==> config.mk <==
export PLATFORM = sky130hd
export DESIGN_NAME = tape_pulse_byte_decoder_unit
export DESIGN_NICKNAME = d
export VERILOG_FILES = /design/src/rtl/tpbd_pkg.sv /design/src/rtl/tpbd_front.sv /design/src/rtl/tpbd_queue.sv /design/src/rtl/tpbd_back.sv /design/src/rtl/tape_pulse_byte_decoder_unit.sv
export SDC_FILE = /design/constraint.sdc
export NUM_CORES = 1
export LEC_CHECK = 0
export ABC_AREA = 1
export BUFFER_PORTS_ARGS = -buffer_cell sky130_fd_sc_hd__buf_2
export CORE_MARGIN = 2
export CORE_UTILIZATION = 37
export CTS_BUF_LIST = sky130_fd_sc_hd__clkbuf_4
export DETAILED_ROUTE_END_ITERATION = 8
export HOLD_SLACK_MARGIN = 0.15
export SKIP_CTS_REPAIR_TIMING = 1
export SYNTH_ARGS = -nofsm -noshare
export SYNTH_HDL_FRONTEND = slang
export SYNTH_SLANG_ARGS = --single-unit
==> constraint.sdc <==
create_clock -name clock -period 10.1 [get_ports clock]
set_input_delay 1.01 -clock clock [delete_from_list [all_inputs] [get_ports clock]]
set_output_delay 1.01 -clock clock [all_outputs]
set_load 0.1 [all_outputs]
==> src/rtl/tpbd_pkg.sv <==
// types and constants shared by the tape pulse byte decoder
package tpbd_pkg;

   localparam int CSR_ADDR_BITS = 4;
   localparam int QUEUE_DEPTH = 2;

   localparam logic [7:0] TICKS_RESET = 8'd1;
   localparam logic [15:0] SHORT_MIN_RESET = 16'd150;
   localparam logic [15:0] SHORT_MAX_RESET = 16'd360;
   localparam logic [15:0] LONG_LIMIT_RESET = 16'd550;

   localparam logic [1:0] WAVE_RUN_SYNC = 2'd2;
   localparam logic [2:0] BIT_COUNT_LAST = 3'd7;

   typedef enum logic [1:0] {
      CLASS_SHORT = 2'd1,
      CLASS_LONG  = 2'd2,
      CLASS_PAUSE = 2'd3
   } pulse_class_type;

   typedef enum logic [1:0] {
      KIND_BYTE  = 2'd0,
      KIND_BLOCK = 2'd1,
      KIND_DONE  = 2'd2,
      KIND_EMPTY = 2'd3
   } result_kind_type;

   typedef enum logic [1:0] {
      REG_TICKS      = 2'd0,
      REG_SHORT_MIN  = 2'd1,
      REG_SHORT_MAX  = 2'd2,
      REG_LONG_LIMIT = 2'd3
   } csr_index_type;

   typedef enum logic [1:0] {
      FRONT_IDLE,
      FRONT_DIV,
      FRONT_ROUND,
      FRONT_PUSH
   } front_state_type;

   typedef struct packed {
      logic [7:0]  ticks_per_us;
      logic [15:0] short_min;
      logic [15:0] short_max;
      logic [15:0] long_limit;
   } csr_type;

   typedef struct packed {
      logic            eos;
      pulse_class_type cls;
   } entry_type;

   typedef struct packed {
      result_kind_type kind;
      logic [7:0]      data_byte;
      logic [15:0]     block_length;
      logic            last;
   } result_type;

endpackage

==> src/rtl/tpbd_front.sv <==
// front end: accepts durations, scales them by a serial divider and classifies them
module tpbd_front #(
   parameter int DELTA_BITS = 40
) (
   input  logic                    clock,
   input  logic                    reset,
   input  logic                    in_valid,
   output logic                    in_ready,
   input  logic [DELTA_BITS-1:0]   in_ticks,
   input  logic                    in_eos,
   input  tpbd_pkg::csr_type       csr,
   output logic                    push_valid,
   input  logic                    push_ready,
   output tpbd_pkg::entry_type     push_entry
);

   localparam int CNT_BITS = $clog2(DELTA_BITS + 1);
   localparam int LEN_BITS = DELTA_BITS + 1;

   tpbd_pkg::front_state_type state_ff, state_in;
   logic [DELTA_BITS-1:0] dq_ff, dq_in;
   logic [7:0]            rem_ff, rem_in;
   logic [CNT_BITS-1:0]   cnt_ff, cnt_in;
   logic                  eos_ff, eos_in;
   logic [LEN_BITS-1:0]   len_ff, len_in;

   logic [7:0] divisor;
   logic [8:0] rem_shift;
   logic [8:0] rem_diff;
   logic       rem_ge;
   logic [8:0] round_sum;
   logic       round_up;
   logic [LEN_BITS-1:0] short_min_ext;
   logic [LEN_BITS-1:0] short_max_ext;
   logic [LEN_BITS-1:0] long_limit_ext;
   tpbd_pkg::pulse_class_type cls;

   assign divisor = (csr.ticks_per_us == 8'd0) ? 8'd1 : csr.ticks_per_us;
   assign rem_shift = {rem_ff, dq_ff[DELTA_BITS-1]};
   assign rem_ge = rem_shift >= {1'b0, divisor};
   assign rem_diff = rem_shift - {1'b0, divisor};
   assign round_sum = {1'b0, rem_ff} + {2'b00, divisor[7:1]};
   assign round_up = round_sum >= {1'b0, divisor};

   // next state
   always_comb begin
      state_in = state_ff;
      case (state_ff)
         tpbd_pkg::FRONT_IDLE: begin
            if (in_valid) begin
               state_in = in_eos ? tpbd_pkg::FRONT_PUSH : tpbd_pkg::FRONT_DIV;
            end
         end
         tpbd_pkg::FRONT_DIV: begin
            if (cnt_ff == CNT_BITS'(DELTA_BITS - 1)) begin
               state_in = tpbd_pkg::FRONT_ROUND;
            end
         end
         tpbd_pkg::FRONT_ROUND: begin
            state_in = tpbd_pkg::FRONT_PUSH;
         end
         tpbd_pkg::FRONT_PUSH: begin
            if (push_ready) begin
               state_in = tpbd_pkg::FRONT_IDLE;
            end
         end
         default: begin
            state_in = tpbd_pkg::FRONT_IDLE;
         end
      endcase
   end

   // outputs
   always_comb begin
      in_ready = (state_ff == tpbd_pkg::FRONT_IDLE);
      push_valid = (state_ff == tpbd_pkg::FRONT_PUSH);
   end

   // divider datapath
   always_comb begin
      dq_in = dq_ff;
      rem_in = rem_ff;
      cnt_in = cnt_ff;
      eos_in = eos_ff;
      len_in = len_ff;
      case (state_ff)
         tpbd_pkg::FRONT_IDLE: begin
            dq_in = in_ticks;
            rem_in = 8'd0;
            cnt_in = '0;
            eos_in = in_eos;
         end
         tpbd_pkg::FRONT_DIV: begin
            dq_in = {dq_ff[DELTA_BITS-2:0], rem_ge};
            rem_in = rem_ge ? rem_diff[7:0] : rem_shift[7:0];
            cnt_in = cnt_ff + CNT_BITS'(1);
         end
         tpbd_pkg::FRONT_ROUND: begin
            len_in = {1'b0, dq_ff} + LEN_BITS'(round_up);
         end
         default: begin
            len_in = len_ff;
         end
      endcase
   end

   assign short_min_ext = LEN_BITS'(csr.short_min);
   assign short_max_ext = LEN_BITS'(csr.short_max);
   assign long_limit_ext = LEN_BITS'(csr.long_limit);

   always_comb begin
      if (len_ff >= short_min_ext && len_ff <= short_max_ext) begin
         cls = tpbd_pkg::CLASS_SHORT;
      end else if (len_ff > short_max_ext && len_ff < long_limit_ext) begin
         cls = tpbd_pkg::CLASS_LONG;
      end else begin
         cls = tpbd_pkg::CLASS_PAUSE;
      end
   end

   assign push_entry.eos = eos_ff;
   assign push_entry.cls = cls;

   always_ff @(posedge clock) begin
      if (reset) begin
         state_ff <= tpbd_pkg::FRONT_IDLE;
      end else begin
         state_ff <= state_in;
      end
   end

   always_ff @(posedge clock) begin
      dq_ff <= dq_in;
      rem_ff <= rem_in;
      cnt_ff <= cnt_in;
      eos_ff <= eos_in;
      len_ff <= len_in;
   end

endmodule

==> src/rtl/tpbd_queue.sv <==
// short queue of classified pulses between front and back
module tpbd_queue (
   input  logic                clock,
   input  logic                reset,
   input  logic                push_valid,
   output logic                push_ready,
   input  tpbd_pkg::entry_type push_entry,
   output logic                pop_valid,
   input  logic                pop_ready,
   output tpbd_pkg::entry_type pop_entry
);

   localparam int PTR_BITS = (tpbd_pkg::QUEUE_DEPTH > 1) ? $clog2(tpbd_pkg::QUEUE_DEPTH) : 1;
   localparam int CNT_BITS = $clog2(tpbd_pkg::QUEUE_DEPTH + 1);
   localparam logic [PTR_BITS-1:0] PTR_LAST = PTR_BITS'(tpbd_pkg::QUEUE_DEPTH - 1);

   tpbd_pkg::entry_type entries_ff [tpbd_pkg::QUEUE_DEPTH];
   logic [PTR_BITS-1:0] wr_ptr_ff, wr_ptr_in;
   logic [PTR_BITS-1:0] rd_ptr_ff, rd_ptr_in;
   logic [CNT_BITS-1:0] count_ff, count_in;
   logic push;
   logic pop;

   assign push_ready = (count_ff != CNT_BITS'(tpbd_pkg::QUEUE_DEPTH));
   assign pop_valid = (count_ff != '0);
   assign pop_entry = entries_ff[rd_ptr_ff];
   assign push = push_valid && push_ready;
   assign pop = pop_valid && pop_ready;

   always_comb begin
      wr_ptr_in = wr_ptr_ff;
      rd_ptr_in = rd_ptr_ff;
      count_in = count_ff;
      if (push) begin
         wr_ptr_in = (wr_ptr_ff == PTR_LAST) ? '0 : wr_ptr_ff + PTR_BITS'(1);
      end
      if (pop) begin
         rd_ptr_in = (rd_ptr_ff == PTR_LAST) ? '0 : rd_ptr_ff + PTR_BITS'(1);
      end
      if (push && !pop) begin
         count_in = count_ff + CNT_BITS'(1);
      end else if (pop && !push) begin
         count_in = count_ff - CNT_BITS'(1);
      end
   end

   always_ff @(posedge clock) begin
      if (reset) begin
         wr_ptr_ff <= '0;
         rd_ptr_ff <= '0;
         count_ff <= '0;
      end else begin
         wr_ptr_ff <= wr_ptr_in;
         rd_ptr_ff <= rd_ptr_in;
         count_ff <= count_in;
      end
   end

   always_ff @(posedge clock) begin
      if (push) begin
         entries_ff[wr_ptr_ff] <= push_entry;
      end
   end

endmodule

==> src/rtl/tpbd_back.sv <==
// back end: wave pairing, bit shifting, block accounting and result buffering
module tpbd_back (
   input  logic                 clock,
   input  logic                 reset,
   input  logic                 pop_valid,
   output logic                 pop_ready,
   input  tpbd_pkg::entry_type  pop_entry,
   output logic                 out_valid,
   input  logic                 out_ready,
   output tpbd_pkg::result_type out_result
);

   logic                      first_skipped_ff, first_skipped_in;
   tpbd_pkg::pulse_class_type prev_class_ff, prev_class_in;
   logic                      parity_ff, parity_in;
   logic [1:0]                wave_run_ff, wave_run_in;
   logic [2:0]                bit_cnt_ff, bit_cnt_in;
   logic [7:0]                shift_ff, shift_in;
   logic [15:0]               block_bytes_ff, block_bytes_in;
   logic                      any_block_ff, any_block_in;
   logic                      block_open_ff, block_open_in;

   logic                      out_valid_ff, out_valid_in;
   tpbd_pkg::result_type      out_ff, out_in;
   logic                      pend_valid_ff, pend_valid_in;
   tpbd_pkg::result_type      pend_ff, pend_in;

   logic                      slot_free;
   logic                      pop;
   logic                      take;
   logic [1:0]                n_results;
   tpbd_pkg::result_type      res0;
   tpbd_pkg::result_type      res1;
   logic                      is_short;
   logic                      is_long;
   logic [1:0]                run_next;

   assign take = out_valid_ff && out_ready;
   assign slot_free = !pend_valid_ff && (!out_valid_ff || out_ready);
   assign pop_ready = slot_free;
   assign pop = pop_valid && slot_free;

   assign is_short = (prev_class_ff == tpbd_pkg::CLASS_SHORT) &&
                     (pop_entry.cls == tpbd_pkg::CLASS_SHORT);
   assign is_long = (prev_class_ff == tpbd_pkg::CLASS_LONG) &&
                    (pop_entry.cls == tpbd_pkg::CLASS_LONG);

   always_comb begin
      if (is_short || is_long) begin
         run_next = (wave_run_ff == tpbd_pkg::WAVE_RUN_SYNC) ? wave_run_ff
                                                            : wave_run_ff + 2'd1;
      end else begin
         run_next = 2'd0;
      end
   end

   // stream state update
   always_comb begin
      first_skipped_in = first_skipped_ff;
      prev_class_in = prev_class_ff;
      parity_in = parity_ff;
      wave_run_in = wave_run_ff;
      bit_cnt_in = bit_cnt_ff;
      shift_in = shift_ff;
      block_bytes_in = block_bytes_ff;
      any_block_in = any_block_ff;
      block_open_in = block_open_ff;
      n_results = 2'd0;
      res0 = '{kind: tpbd_pkg::KIND_BYTE, data_byte: 8'd0, block_length: 16'd0, last: 1'b1};
      res1 = '{kind: tpbd_pkg::KIND_DONE, data_byte: 8'd0, block_length: 16'd0, last: 1'b1};
      if (pop) begin
         if (pop_entry.eos) begin
            if (first_skipped_ff && block_open_ff) begin
               res0.kind = tpbd_pkg::KIND_BLOCK;
               res0.block_length = block_bytes_ff;
               res0.last = 1'b0;
               n_results = 2'd2;
            end else begin
               res0.kind = any_block_ff ? tpbd_pkg::KIND_DONE : tpbd_pkg::KIND_EMPTY;
               n_results = 2'd1;
            end
            first_skipped_in = 1'b0;
            prev_class_in = tpbd_pkg::CLASS_PAUSE;
            parity_in = 1'b0;
            wave_run_in = 2'd0;
            bit_cnt_in = 3'd0;
            shift_in = 8'd0;
            block_bytes_in = 16'd0;
            any_block_in = 1'b0;
            block_open_in = 1'b0;
         end else if (!first_skipped_ff) begin
            first_skipped_in = 1'b1;
         end else begin
            prev_class_in = pop_entry.cls;
            if (pop_entry.cls == tpbd_pkg::CLASS_PAUSE) begin
               parity_in = 1'b0;
               wave_run_in = 2'd0;
               if (block_open_ff) begin
                  res0.kind = tpbd_pkg::KIND_BLOCK;
                  res0.block_length = block_bytes_ff;
                  n_results = 2'd1;
                  any_block_in = 1'b1;
               end
               block_bytes_in = 16'd0;
               block_open_in = 1'b0;
               bit_cnt_in = 3'd0;
            end else begin
               parity_in = !parity_ff;
               if (parity_ff) begin
                  wave_run_in = run_next;
                  if (run_next == tpbd_pkg::WAVE_RUN_SYNC) begin
                     shift_in = {shift_ff[6:0], is_long};
                     bit_cnt_in = bit_cnt_ff + 3'd1;
                     if (bit_cnt_ff == tpbd_pkg::BIT_COUNT_LAST) begin
                        block_bytes_in = block_bytes_ff + 16'd1;
                        block_open_in = 1'b1;
                        res0.kind = tpbd_pkg::KIND_BYTE;
                        res0.data_byte = {shift_ff[6:0], is_long};
                        n_results = 2'd1;
                     end
                  end
               end
            end
         end
      end
   end

   // result buffer
   always_comb begin
      out_valid_in = out_valid_ff;
      out_in = out_ff;
      pend_valid_in = pend_valid_ff;
      pend_in = pend_ff;
      if (pend_valid_ff) begin
         if (take) begin
            out_in = pend_ff;
            out_valid_in = 1'b1;
            pend_valid_in = 1'b0;
         end
      end else begin
         if (take) begin
            out_valid_in = 1'b0;
         end
         if (n_results != 2'd0) begin
            out_in = res0;
            out_valid_in = 1'b1;
            if (n_results == 2'd2) begin
               pend_in = res1;
               pend_valid_in = 1'b1;
            end
         end
      end
   end

   assign out_valid = out_valid_ff;
   assign out_result = out_ff;

   always_ff @(posedge clock) begin
      if (reset) begin
         first_skipped_ff <= 1'b0;
         prev_class_ff <= tpbd_pkg::CLASS_PAUSE;
         parity_ff <= 1'b0;
         wave_run_ff <= 2'd0;
         bit_cnt_ff <= 3'd0;
         shift_ff <= 8'd0;
         block_bytes_ff <= 16'd0;
         any_block_ff <= 1'b0;
         block_open_ff <= 1'b0;
         out_valid_ff <= 1'b0;
         pend_valid_ff <= 1'b0;
      end else begin
         first_skipped_ff <= first_skipped_in;
         prev_class_ff <= prev_class_in;
         parity_ff <= parity_in;
         wave_run_ff <= wave_run_in;
         bit_cnt_ff <= bit_cnt_in;
         shift_ff <= shift_in;
         block_bytes_ff <= block_bytes_in;
         any_block_ff <= any_block_in;
         block_open_ff <= block_open_in;
         out_valid_ff <= out_valid_in;
         pend_valid_ff <= pend_valid_in;
      end
   end

   always_ff @(posedge clock) begin
      out_ff <= out_in;
      pend_ff <= pend_in;
   end

endmodule

==> src/rtl/tape_pulse_byte_decoder_unit.sv <==
// top level of the tape pulse byte decoder: csr block, front end, queue and back end
// a duration passes the divide, round and push states of the front end, then the queue and
// the back end; an end of stream transaction goes straight to the push state
// the front end takes a new duration only once it has pushed the last one; its divider
// produces one quotient bit per cycle
// reset: synchronous; registers return to their defaults, stream state clears, queue empties
module tape_pulse_byte_decoder_unit #(
   parameter int DELTA_BITS = 40
) (
   input  logic                               clock,
   input  logic                               reset,
   input  logic                               req_valid,
   output logic                               req_ready,
   input  logic [39:0]                        req_pulse_ticks,
   input  logic                               req_end_of_stream,
   output logic                               rsp_valid,
   input  logic                               rsp_ready,
   output logic [1:0]                         rsp_result_kind,
   output logic [7:0]                         rsp_data_byte,
   output logic [15:0]                        rsp_block_length,
   output logic                               rsp_last_result,
   input  logic                               csr_psel,
   input  logic                               csr_penable,
   input  logic                               csr_pwrite,
   input  logic [tpbd_pkg::CSR_ADDR_BITS-1:0] csr_paddr,
   input  logic [31:0]                        csr_pwdata,
   output logic [31:0]                        csr_prdata,
   output logic                               csr_pready
);

   tpbd_pkg::csr_type       csr_ff, csr_in;
   tpbd_pkg::csr_index_type csr_index;
   logic                    csr_write;
   logic [DELTA_BITS-1:0]   ticks;
   logic                    push_valid;
   logic                    push_ready;
   tpbd_pkg::entry_type     push_entry;
   logic                    pop_valid;
   logic                    pop_ready;
   tpbd_pkg::entry_type     pop_entry;
   tpbd_pkg::result_type    result;

   assign csr_pready = 1'b1;
   assign csr_write = csr_psel && csr_penable && csr_pwrite && csr_pready;
   assign csr_index = tpbd_pkg::csr_index_type'(csr_paddr[tpbd_pkg::CSR_ADDR_BITS-1:2]);

   always_comb begin
      csr_in = csr_ff;
      if (csr_write) begin
         case (csr_index)
            tpbd_pkg::REG_TICKS:      csr_in.ticks_per_us = csr_pwdata[7:0];
            tpbd_pkg::REG_SHORT_MIN:  csr_in.short_min = csr_pwdata[15:0];
            tpbd_pkg::REG_SHORT_MAX:  csr_in.short_max = csr_pwdata[15:0];
            tpbd_pkg::REG_LONG_LIMIT: csr_in.long_limit = csr_pwdata[15:0];
            default:                  csr_in = csr_ff;
         endcase
      end
   end

   always_comb begin
      case (csr_index)
         tpbd_pkg::REG_TICKS:      csr_prdata = {24'd0, csr_ff.ticks_per_us};
         tpbd_pkg::REG_SHORT_MIN:  csr_prdata = {16'd0, csr_ff.short_min};
         tpbd_pkg::REG_SHORT_MAX:  csr_prdata = {16'd0, csr_ff.short_max};
         tpbd_pkg::REG_LONG_LIMIT: csr_prdata = {16'd0, csr_ff.long_limit};
         default:                  csr_prdata = 32'd0;
      endcase
   end

   always_ff @(posedge clock) begin
      if (reset) begin
         csr_ff.ticks_per_us <= tpbd_pkg::TICKS_RESET;
         csr_ff.short_min <= tpbd_pkg::SHORT_MIN_RESET;
         csr_ff.short_max <= tpbd_pkg::SHORT_MAX_RESET;
         csr_ff.long_limit <= tpbd_pkg::LONG_LIMIT_RESET;
      end else begin
         csr_ff <= csr_in;
      end
   end

   assign ticks = DELTA_BITS'(req_pulse_ticks);

   tpbd_front #(
      .DELTA_BITS(DELTA_BITS)
   ) u_front (
      .clock      (clock),
      .reset      (reset),
      .in_valid   (req_valid),
      .in_ready   (req_ready),
      .in_ticks   (ticks),
      .in_eos     (req_end_of_stream),
      .csr        (csr_ff),
      .push_valid (push_valid),
      .push_ready (push_ready),
      .push_entry (push_entry)
   );

   tpbd_queue u_queue (
      .clock      (clock),
      .reset      (reset),
      .push_valid (push_valid),
      .push_ready (push_ready),
      .push_entry (push_entry),
      .pop_valid  (pop_valid),
      .pop_ready  (pop_ready),
      .pop_entry  (pop_entry)
   );

   tpbd_back u_back (
      .clock      (clock),
      .reset      (reset),
      .pop_valid  (pop_valid),
      .pop_ready  (pop_ready),
      .pop_entry  (pop_entry),
      .out_valid  (rsp_valid),
      .out_ready  (rsp_ready),
      .out_result (result)
   );

   assign rsp_result_kind = result.kind;
   assign rsp_data_byte = result.data_byte;
   assign rsp_block_length = result.block_length;
   assign rsp_last_result = result.last;

   a_end_is_last: assert property (@(posedge clock) disable iff (reset)
      rsp_valid && (rsp_result_kind == tpbd_pkg::KIND_DONE ||
                    rsp_result_kind == tpbd_pkg::KIND_EMPTY) |-> rsp_last_result)
      else $error("stream end transaction not marked last");

   a_not_last_is_block: assert property (@(posedge clock) disable iff (reset)
      rsp_valid && !rsp_last_result |-> rsp_result_kind == tpbd_pkg::KIND_BLOCK)
      else $error("only a block end may precede another result of one transaction");

   a_byte_only_on_data: assert property (@(posedge clock) disable iff (reset)
      rsp_valid && rsp_result_kind != tpbd_pkg::KIND_BYTE |-> rsp_data_byte == 8'd0)
      else $error("data byte set on a non-data transaction");

   a_front_busy: assert property (@(posedge clock) disable iff (reset)
      req_valid && req_ready |=> !req_ready)
      else $error("front end took a second transaction while busy");

endmodule

Word-level counts from Yosys, hierarchy flattened
Memory sizes are Yosys's and may differ from the RTL's. A register that Yosys moved wholly into a read port is not among the register bits.
Cells that the tools add are included.
{ "word_totals": {"regBits": 221, "latchBits": 0, "ram_bits": 6, "romBits": 0, "inputBits": 84, "output_inout_bits": 62, "elab_cells": 213, "n_memories": 1} }
{ "memory_table": {"columns": ["name", "depth", "width", "read_ports", "rd_clocked_by_memory_dff", "write_ports", "line", "text"], "rows": [
  ["u_queue.entries_ff", 2, 3, 1, 1, 1, "tpbd_queue.sv:17", "tpbd_pkg::entry_type entries_ff [tpbd_pkg::QUEUE_DEPTH];"]
]} }
{ "classes": {"n_addsub": 11, "multipliers": 0, "n_div": 0, "n_lt_le_gt_ge": 6, "n_eq_ne": 22, "shifts": 0, "mux": 95, "n_bitwise": 0, "n_reduce_logical": 50} }
{ "op_table": {"columns": ["cell", "n"], "rows": [
  ["two-way mux 16 bit", 9],
  ["one-hot mux 32 bit (4 select lines)", 1],
  ["two-way mux 27 bit", 4],
  ["one-hot mux 40 bit (2 select lines)", 1],
  ["two-way mux 2 bit", 25],
  ["two-way mux 8 bit", 6],
  ["adder 40 x 1 -> 41 bit", 1],
  ["greater-or-equal comparator 41 x 16 -> 1 bit", 1],
  ["greater-than comparator 41 x 16 -> 1 bit", 1],
  ["<= comparator 41 x 16 -> 1 bit", 1],
  ["less-than comparator 41 x 16 -> 1 bit", 1],
  ["two-way mux 7 bit", 5],
  ["two-way mux 1 bit", 33],
  ["two-way mux 26 bit", 1],
  ["nonzero test 2 bit", 11],
  ["equality test 2 bit, second input constant", 10],
  ["greater-or-equal comparator 9 x 8 -> 1 bit", 2],
  ["two-way mux 17 bit", 1],
  ["adder 16 x 1 -> 16 bit, second input constant", 1],
  ["one-hot mux 8 bit (2 select lines)", 1],
  ["two-way mux 3 bit", 5],
  ["AND reduction 2 bit", 7],
  ["logical AND 1 bit", 13],
  ["one-hot mux 6 bit (2 select lines)", 1],
  ["other kinds (22)", 42]
]} }

Logic depth before layout (Yosys ltp)
Gate-level depths: netlist of run 1.
{ "depth": {"word_depth": 15, "ltp_mapped": 29, "mapped_depth_nobuf": 28} }

Modules after synthesis
A second synthesis of run 1 with hierarchy kept.
{ "unflattened": {"cells_unflattened": 1788, "hier_area_um2": 13720.7} }
{ "modules_own_cells": {"columns": ["mod", "n_inst", "cells_per_inst", "area_each_um2", "seq_area_each_um2"], "rows": [
  ["tpbd_front", 1, 931, 7333.3, 2922.8],
  ["tpbd_back", 1, 392, 3136.8, 1531.5],
  ["tape_pulse_byte_decoder_unit", 1, 419, 2786.4, 1121.1],
  ["tpbd_queue", 1, 46, 464.2, 280.3]
]} }

Worst setup path before layout of run 1
Ideal clock, no wire load.
{ "synth_path": {"path_type": "input -> output", "from": "input port csr_paddr[3] (netlist name)", "to": "output port csr_prdata[1]", "t_arrival_ns": 3.307, "slack_ns": 5.783, "cell_stages": 3, "cell_sequence": "nor2_1 inv_1 o21ai_0"} }
{ "synth_via": {"elab_chain_len": 2} }
{ "synth_lines": {"columns": ["element", "line", "text"], "rows": [
  ["from (decl)", "tape_pulse_byte_decoder_unit.sv:25", "input logic [tpbd_pkg::CSR_ADDR_BITS-1:0] csr_paddr,"],
  ["equality test 2 bit, or another cell as far along", "tape_pulse_byte_decoder_unit.sv:61", "case (csr_index)"],
  ["one-hot mux 32 bit (4 select lines) *", "tape_pulse_byte_decoder_unit.sv:61", null],
  ["to (decl)", "tape_pulse_byte_decoder_unit.sv:27", "output logic [31:0] csr_prdata,"]
]} }
Every way passes the cells marked *; elsewhere a longest branch is shown, timed or not. The select of a mux whose other input is x is not followed.

Final worst setup path of run 1
{ "layout_path": {"from": "register u_front.rem_ff[0]", "to": "register u_front.len_ff[26] (data pin)"} }
{ "layout_via": {"elab_chain_len": 3} }
{ "layout_lines": {"columns": ["element", "line", "text"], "rows": [
  ["from (decl)", "tpbd_front.sv:22", "logic [7:0] rem_ff, rem_in;"],
  ["from (signal assigned)", "tpbd_front.sv:134", "rem_ff <= rem_in;"],
  ["adder 8 x 7 -> 9 bit", "tpbd_front.sv:42", "assign round_sum = {1'b0, rem_ff} + {2'b00, divisor[7:1]};"],
  ["greater-or-equal comparator 9 x 8 -> 1 bit", "tpbd_front.sv:43", "assign round_up = round_sum >= {1'b0, divisor};"],
  ["adder 40 x 1 -> 41 bit", "tpbd_front.sv:99", "len_in = {1'b0, dq_ff} + LEN_BITS'(round_up);"],
  ["to (signal assigned)", "tpbd_front.sv:137", "len_ff <= len_in;"],
  ["to (decl)", "tpbd_front.sv:25", "logic [LEN_BITS-1:0] len_ff, len_in;"]
]} }
Every way passes these cells.
A chain may end at the register's enable or synchronous reset.

==> summary.md, run 1 <==
| Metric | Value |
|---|---|
| Critical Path RT | 10530 ps |
| Worst IR Drop VDD | 0.161 mV |
| Maxcap violations | 0 |
| Bufs on Longest Clock Path | 3 |
| Clock sink total | 228 |
| Final setup margin | 5370 ps |
| Synth Warn # | 0 |
| DRC viols | 0 |
| Fillers | 3441 |
| Pin slew with the least headroom to its limit | 1120 ps |
| Worst min-delay path class | register to register |
| Unrepaired setup endpoints after global routing | no |
| Sequential cell area fraction in the yosys report | 46.5% |
| First-pass GRT wire length | 49200 um |
| DR vias/cell | 4.87 |
| Commonest cells after routing, fill and taps aside | nand2_1 (285), inv_1 (175), nor2_1 (133) |
| Final net count | 1770 |
| Fin util | 42.4% |
| Dominant cells by area after synthesis | edfxtp_1 (31%), dfxtp_1 (16%), nand2_1 (8.5%), ha_1 (8.2%), inv_1 (5.2%) |
| Place WS | 5400 ps |
| H-tree depth | 2 |
| Row cnt | 67 |
| Status | finished clean |
| GP Congestion | 0.856 |
| Largest fanout on the critical path | 5 |
| Share of the synthesized area in the top cell type | 30.8% |
| DR iter-0 viols | 646 |
| Routed len/inst | 14.4 um |
| Setup violators final | 0 |
| Port Buffers | 110 |
| DR pass1 iterations | 5 |
| Peak Freq | 0.211 GHz |
| Starting Density | 37.5% |
| Routed wire length | 30100 um |
| Synth-to-Final Area Change | 12.9% |
| Clock root buffer | clkbuf_4 |
| Die height | 188 um |
| Asr flop ratio synth | 0% |
| Vias in the first global route | 9870 |
| CP arrival | 5170 ps |
| Power Density | 258 nW/um^2 |
| Leading area contributor after synthesis | edfxtp_1 |
| Dpl hpwl | 22300 um |
| Lkg Pwr | 0.00586 uW |
| Avg Synthesized Cell Area | 8.56 sq um |
| Total GRT Usage | 17.2% |
| Gate Count Post-Synth | 1471 |
| Initial antenna violation count | 1 |
| Post-synthesis register bit count | 228 |
| Clk pin slew, worst setup/hold paths | 70 ps |
| Post-synthesis cell area | 12600 sq um |
| Share of post-route cells with drive strength above 1 | 15.4% |
| Io pins | 146 |
| Die area | 35500 sq um |
| Fin crit period | 4730 ps |
| Largest net degree at the start of global routing | 64 |
| Final instance area | 14200 sq um |
| Synth unique cells | 59 |
| Crit. End Element | register |
| DP Area | 13500 sq um |
| Max-slew headroom | 24.8% |
| Core ar. | 33500 sq um |
| Clk_lat worst skew | 730 ps |
| DIE WIDTH | 188 um |
| Hold Violations, Final | 0 |
| Top_reg_cell synth | edfxtp_1 |
| Antenna Violating Nets Remaining | 0 |
| Post-synth EDFFs | 129 |
| Vias | 10200 |
| Fin Clk Skew | 61.9 ps |
| TritonCTS buffer count | 59 |
| Fin crit share | 46.9% |
| GRT overflow | 0 |
| Final Power | 3670 uW |
| Commonest non-fill, non-tap cell in the layout | nand2_1 |
| Type of the worst setup path | register to register |
| CP Launch Type | register |
| CTS tree | yes |
| Slew Viols, Final | 0 |
| Sum Neg Setup Slack | 0 ps |
==> final timing paths <==
check / start / to / slack, ps / depth (start not counted)
worst max-delay path: u_front.rem_ff[0] / u_front.len_ff[26] / 5370 / 26
worst min-delay path: u_front.eos_ff / u_queue.entries_ff[0][2] / 420 / 0
worst max register to register: u_front.rem_ff[0] / u_front.len_ff[26] / 5370 / 26
worst min register to register: u_front.eos_ff / u_queue.entries_ff[0][2] / 420 / 0
==> kinds of logic (layout without fill, tap and decap cells) <==
kind of cell / after synthesis / count (layout) / share of synthesized area [%]
AND/OR/NAND/NOR: 579 / 579 / 20.6
adder cells (fa/ha/maj): 84 / 84 / 8.47
flip-flops: 228 / 228 / 46.5
XOR/XNOR: 51 / 51 / 3.55
buffers and inverters: 240 / 401 / 7.91
AO/OA/AOI/OAI: 287 / 287 / 12.9
other: 2 / 18 / 0.0597
==> synthesized netlist by cell type, types with 14 or more instances <==
cell	number
dfxtp_1	99
edfxtp_1	129
o21ai_0	111
inv_1	176
nand4_1	22
nor2_1	133
nand3_1	42
xor2_1	39
ha_1	82
nor3_1	40
clkbuf_1	36
a21oi_1	113
o211ai_1	14
buf_4	17
nand2_1	286
==> state kept, by name (all words and copies together), names as in the netlist, 3 cells and up, named ones only <==
register / cells
csr_ff: 56
u_front.rem_ff: 8
u_back.out_result: 27
u_queue.entries_ff: 6
u_back.shift_ff: 7
u_front.dq_ff: 40
u_front.cnt_ff: 6
u_back.block_bytes_ff: 16
u_back.bit_cnt_ff: 3
u_front.len_ff: 41
==> critical path, cell delays in order (launching register included) <==
cell and delay, ps:
edfxtp_1 440, ha_1 260, fa_1 400, a21oi_1 170, nor2_1 50, nor2_1 150, nor2_1 60, nor2_1 90
o21bai_1 100, xor2_1 150, inv_1 50, ha_1 290, nand2_1 50, o21bai_1 140, nand2_1 70, a21oi_1 60
o21ai_0 80, ha_1 210, ha_1 250, inv_1 90, nor2_2 230, nand2_1 190, nor2_1 200, nand4_1 190
nor2_1 200, nand4_1 120, xor2_1 170
==> power breakdown <==
group / internal [uW] / switching, uW
registers: 1330 / 211
logic: 381 / 982
clock network: 372 / 387
total: 2090 / 1580
==> per-stage QoR <==
step,hold slack [ps],instances
4_1_cts,428,2095
6_report,422,2096
2_1_floorplan,421,1486
5_1_grt,432,2096
3_5_place_dp,458,1989
3_3_place_gp,447,1989
==> cell type report <==
class,instances,area (sq um),area share (%)
multi-input cells,1018,5800,40.8
clock buffers,80,601,4.23
well taps,448,561,3.95
inverters,180,683,4.81
clock inverters,26,119,0.837
flip-flops and latches,228,5860,41.2
repair buffers,115,588,4.14
diodes,1,2.50,0.0176
==> layer usage <==
layer | wire (um) | up-vias | global-route usage, %
li1 | - | 5244 | -
met1 | 14600 | 4658 | 23.7
met2 | 13300 | 254 | 27.0
met3 | 1510 | 61 | 3.04
met4 | 725 | 0 | 6.28
met5 | 0 | - | 0
No activity file was read; power rests on OpenSTA's default activity.
==> run 2: changes to the inputs <==
- clock period: 10.1 -> 4 ns (I/O delays scaled with it)
==> run 2 against run 1 <==
Critical endpoint is now u_front.len_ff[39]; first-iteration DRC count increased by 14%; the flow now finishes with violations (setup timing); sequential power rose to 2.5 times the previous value; non-clock buffer count up 101.
==> summary.md, run 2 (same netlist as run 1, synthesis figures left out) <==
| Metric | Value |
|---|---|
| Dpl hpwl | 23100 um |
| Biggest regs | csr_ff (56), u_front.len_ff (41), u_front.dq_ff (40) |
| Routed wire length | 32000 um |
| Final setup margin | -44.1 ps |
| Share of post-route cells with drive strength above 1 | 19.3% |
| GP Congestion | 0.916 |
| Io pins | 146 |
| Starting Density | 37.5% |
| Final net count | 1878 |
| DIE WIDTH | 188 um |
| Maxcap violations | 0 |
| DR vias/cell | 4.82 |
| Hold Violations, Final | 0 |
| Clk_lat worst skew | 660 ps |
| Core ar. | 33500 sq um |
| Initial antenna violation count | 1 |
| Fin Clk Skew | 34.9 ps |
| DR pass1 iterations | 5 |
| CP Launch Type | register |
| Port Buffers | 110 |
| Fin crit period | 4040 ps |
| Met2 Use GR | 28.2% |
| Most Crowded Layer GR | met2 |
| Clock sink total | 228 |
| Slew Viols, Final | 0 |
| Failing checks | setup timing |
| Peak Freq | 0.247 GHz |
| Max-slew headroom | 34.5% |
| Sum Neg Setup Slack | -95.5 ps |
| CP arrival | 4440 ps |
| Final cell count without fillers | 2210 |
| Largest net degree at the start of global routing | 63 |
| Place WS | -84.3 ps |
| Antenna Violating Nets Remaining | 0 |
| DR iter-0 viols | 738 |
| Total GRT Usage | 17.7% |
| Vias | 10700 |
| Power Density | 642 nW/um^2 |
| Routed len/inst | 14.5 um |
| Die area | 35500 sq um |
| Met1 Usage GRT | 23.7% |
| Crit. End Element | register |
| Synth-to-Final Area Change | 22.5% |
| Setup violators final | 3 |
| Fin crit share | 101% |
| Die height | 188 um |
| Type of the worst setup path | register to register |
| Commonest cells after routing, fill and taps aside | nand2_1 (283), inv_1 (174), nor2_1 (130) |
| Unrepaired setup endpoints after global routing | yes |
| DRC viols | 0 |
| Worst IR Drop VDD | 0.363 mV |
| Worst min-delay path class | input pin to register |
| Met3 Resource Use GR | 3.73% |
| Fillers | 3278 |
| Pin slew with the least headroom to its limit | 983 ps |
| Largest fanout on the critical path | 4 |
| First-pass GRT wire length | 50700 um |
| Placed cell count | 2026 |
| GRT overflow | 0 |
| TritonCTS buffer count | 66 |
| Clock root buffer | clkbuf_4 |
| Status | complete, but fails checks |
| Lkg Pwr | 0.00644 uW |
| Register bank with the most flops | csr_ff |
| Clk pin slew, worst setup/hold paths | 60 ps |
| Critical Path RT | 4390 ps |
| CTS tree | yes |
| Bufs on Longest Clock Path | 3 |
| Row cnt | 67 |
| Max reg flops | 56 |
| Commonest non-fill, non-tap cell in the layout | nand2_1 |
| Vias in the first global route | 10200 |
| H-tree depth | 3 |
## run 2: routing by layer
metal  vias up  share of wire, %
met1      4845                46
met4         0               2.3
li1       5456                 -
met2       304                46
met5         -                 0
met3        54               5.6
## run 2: cell type report
| class | count | area, sq um | share of cell area [%] |
|---|---|---|---|
| multi-input combinational | 1018 | 5920 | 38.4 |
| timing repair buffer | 216 | 1490 | 9.67 |
| tap | 448 | 561 | 3.63 |
| clock buffer | 106 | 796 | 5.16 |
| clock inverter | 13 | 108 | 0.698 |
| antenna | 1 | 2.50 | 0.0162 |
| inverter | 180 | 686 | 4.45 |
| sequential | 228 | 5860 | 38.0 |
## run 2: path summary, 6_finish.rpt
| path | from | end | slack (ps) | cells past startpoint |
|---|---|---|---|---|
| setup / recovery | u_front.rem_ff[0] | u_front.len_ff[39] | -40 | 26 |
| hold / removal | req_valid | u_front.state_ff[0] | 230 | 4 |
| hold reg to reg | u_front.eos_ff | u_queue.entries_ff[0][2] | 460 | 0 |
| setup reg to reg | u_front.rem_ff[0] | u_front.len_ff[39] | -40 | 26 |
## run 2: critical path, stage by stage (launching register included)
cell and delay, ps:
edfxtp_1 390, ha_2 200, fa_2 350, a21oi_2 130, nor2_1 50, nor2_1 130
nor2_1 60, nor2_1 110, o21bai_1 110, xor2_1 140, inv_1 80, ha_4 270
nand2_1 40, o21bai_1 140, nand2_1 70, a21oi_2 50, o21ai_1 70, ha_2 240
nand3_4 90, nor2_4 130, nand2_2 90, nor2_4 160, nand3_4 90, nor2_4 160
nand3_4 120, nor4_2 240, nor2_1 60
## run 2: report_power, final
group | internal (uW) | switching [uW]
sequential | 3360 | 552
clock | 1330 | 1020
combinational | 1100 | 2540
total | 5790 | 4110
## run 2: per-stage QoR
stage / total power, uW / util, % / hold slack, ps / cell area [sq um]
after floorplan: 6530 / - / 421 / 12700
after global routing: 10600 / 46.0 / 176 / 15400
after global placement: 7420 / 41.1 / 446 / 13800
after CTS: 9890 / 43.8 / -119 / 14700
after detailed placement: 7490 / 41.1 / 448 / 13800
final: 9910 / 46.0 / 229 / 15400
==> run 3: changes to the inputs <==
- ABC_AREA: 1 -> not set
- GPL_ROUTABILITY_DRIVEN: not set -> 0
==> run 3 against run 2 <==
The run now ends clean; sequential power down 3%; power down 7.7%; critical path depth down 7; synthesized cell count down 20%; combinational power down 15%; clock power down 4%; synthesized area down 3.3%; via count down 12%; largest cell class unchanged; highest routed layer unchanged.
==> summary.md, run 3 <==
| Metric | Value |
|---|---|
| Crit. End Element | register |
| Row cnt | 66 |
| Setup violators final | 0 |
| DP Area | 13300 sq um |
| Post-synthesis register bit count | 228 |
| Synth unique cells | 70 |
| Clock root buffer | clkbuf_4 |
| First-pass GRT wire length | 44300 um |
| Final Power | 9150 uW |
| Post-synth EDFFs | 129 |
| GRT overflow | 0 |
| DR iter-0 viols | 523 |
| Leading area contributor after synthesis | edfxtp_1 |
| Fin crit share | 97.8% |
| Max-slew headroom | 31.3% |
| Bufs on Longest Clock Path | 3 |
| Clk pin slew, worst setup/hold paths | 80 ps |
| Peak Freq | 0.256 GHz |
| Maxcap violations | 0 |
| Commonest non-fill, non-tap cell in the layout | nand2_1 |
| Asr flop ratio synth | 0% |
| Hold Violations, Final | 0 |
| DIE WIDTH | 185 um |
| Critical Path RT | 4440 ps |
| Worst IR Drop VDD | 0.613 mV |
| Final instance area | 14900 sq um |
| Die area | 34400 sq um |
| Lkg Pwr | 0.00582 uW |
| CP arrival | 4350 ps |
| Placed cell count | 1716 |
| DR pass1 iterations | 5 |
| Synth Warn # | 0 |
| Initial antenna violation count | 1 |
| TritonCTS buffer count | 60 |
| Unrepaired setup endpoints after global routing | yes |
| Sequential cell area fraction in the yosys report | 48.1% |
| Antenna Violating Nets Remaining | 0 |
| Share of the synthesized area in the top cell type | 31.8% |
| Port Buffers | 110 |
| Synth-to-Final Area Change | 22.3% |
| CP Launch Type | register |
| Vias in the first global route | 8744 |
| Gate Count Post-Synth | 1183 |
| Commonest cells after routing, fill and taps aside | nand2_1 (141), edfxtp_1 (129), buf_2 (110) |
| Sum Neg Setup Slack | 0 ps |
| Largest net degree at the start of global routing | 65 |
| Commonest cells post-synth | nand2_1 (141), edfxtp_1 (129), dfxtp_1 (99), inv_1 (86), ha_1 (82) |
| Final net count | 1566 |
| Fin crit period | 3910 ps |
| H-tree depth | 2 |
| Clock sink total | 228 |
| Fin Clk Skew | 35.3 ps |
| DRC viols | 0 |
| Total GRT Usage | 16.2% |
| Share of post-route cells with drive strength above 1 | 23.3% |
| Slew Viols, Final | 0 |
| Max reg flops | 56 |
| Starting Density | 37.5% |
| Most frequent cell after synthesis | nand2_1 |
| Type of the worst setup path | register to register |
| Top_reg_cell synth | edfxtp_1 |
| Io pins | 146 |
| Pin slew with the least headroom to its limit | 1030 ps |
| Worst min-delay path class | input pin to register |
| Fillers | 3107 |
| Vias | 9329 |
| Status | finished clean |
| Die height | 185 um |
| Dpl hpwl | 20000 um |
| Post-synthesis cell area | 12200 sq um |
| Register bank with the most flops | csr_ff |
| Dominant cells by area after synthesis | edfxtp_1 (32%), dfxtp_1 (16%), ha_1 (8.4%), nand2_1 (4.3%), mux2_2 (3.7%) |
| Core ar. | 32500 sq um |
| DR vias/cell | 4.93 |
| Largest fanout on the critical path | 4 |
| Final cell count without fillers | 1892 |
| Clk_lat worst skew | 690 ps |
| CTS tree | yes |
| Avg Synthesized Cell Area | 10.3 sq um |
| Routed len/inst | 15.2 um |
| Routed wire length | 28800 um |
| Biggest regs | csr_ff (56), u_front.len_ff (41), u_front.dq_ff (40) |
| Power Density | 615 nW/um^2 |
## run 3: critical path: stages (launching register included)
cell	delay, ps
edfxtp_1	440
ha_4	200
fa_2	360
nand2b_1	100
a21oi_2	60
o21bai_1	190
a21oi_1	90
nor2_1	140
xor2_1	160
ha_2	210
a211oi_2	40
o21ai_1	80
a211o_1	180
ha_4	160
ha_4	130
nand3_2	80
or3_4	410
or3_4	470
nor2_4	100
xor2_1	60
## run 3: path summary, 6_finish.rpt
path                startpoint                    end  slack, ps  cells past startpoint
min                      reset  u_back.wave_run_ff[1]        380                      3
max reg2reg  u_front.rem_ff[0]     u_front.len_ff[38]         90                     19
max          u_front.rem_ff[0]     u_front.len_ff[38]         90                     19
min reg2reg         csr_ff[30]             csr_ff[30]        450                      2
## run 3: kinds of logic (layout without fill, tap and decap cells)
group           count (synthesis)  in the layout  synth area share [%]
xor+xnor                       60             60                  4.32
simple gates                  377            377                  15.3
compound gates                217            217                  11.6
fa+ha+maj                      84             84                  8.76
flops                         228            228                  48.1
other cells                     2             18                0.0617
mux                            65             65                  6.62
buf+inv                       150            401                  5.23
## run 3: power by group
group	switching (uW)	internal, uW	total (uW)
sequential	484	3310	3790
combinational	1900	1190	3090
clock	966	1300	2260
total	3350	5800	9150
## run 3: layout make-up
cell class,instances,area (sq um),area share [%]
clock buffers,98,736,4.94
clock inverters,15,140,0.941
flip-flops and latches,228,5860,39.3
multi-input cells,820,5890,39.5
repair buffers,202,1390,9.33
inverters,86,323,2.17
diodes,1,2.50,0.0168
well taps,442,553,3.72
## run 3: routing by layer
layer  vias to the layer above  GRT usage (%)  part of all wire (%)
li1                       4672              -                     -
met1                      4384           21.5                    46
met2                       228           26.8                    48
met3                        45           3.24                   5.0
met4                         0           4.63                   1.8
met5                         -              0                     0
## run 3: through the flow
| step | worst slack [ps] | hold WS [ps] | util (%) |
|---|---|---|---|
| 5_1_grt | -98.8 | 350 | 45.9 |
| 2_1_floorplan | 235 | 421 | - |
| 3_3_place_gp | 24.5 | 441 | 40.8 |
| 6_report | 89.1 | 378 | 45.9 |
| 4_1_cts | -48.5 | -164 | 43.5 |
| 3_5_place_dp | -42.6 | 447 | 40.8 |
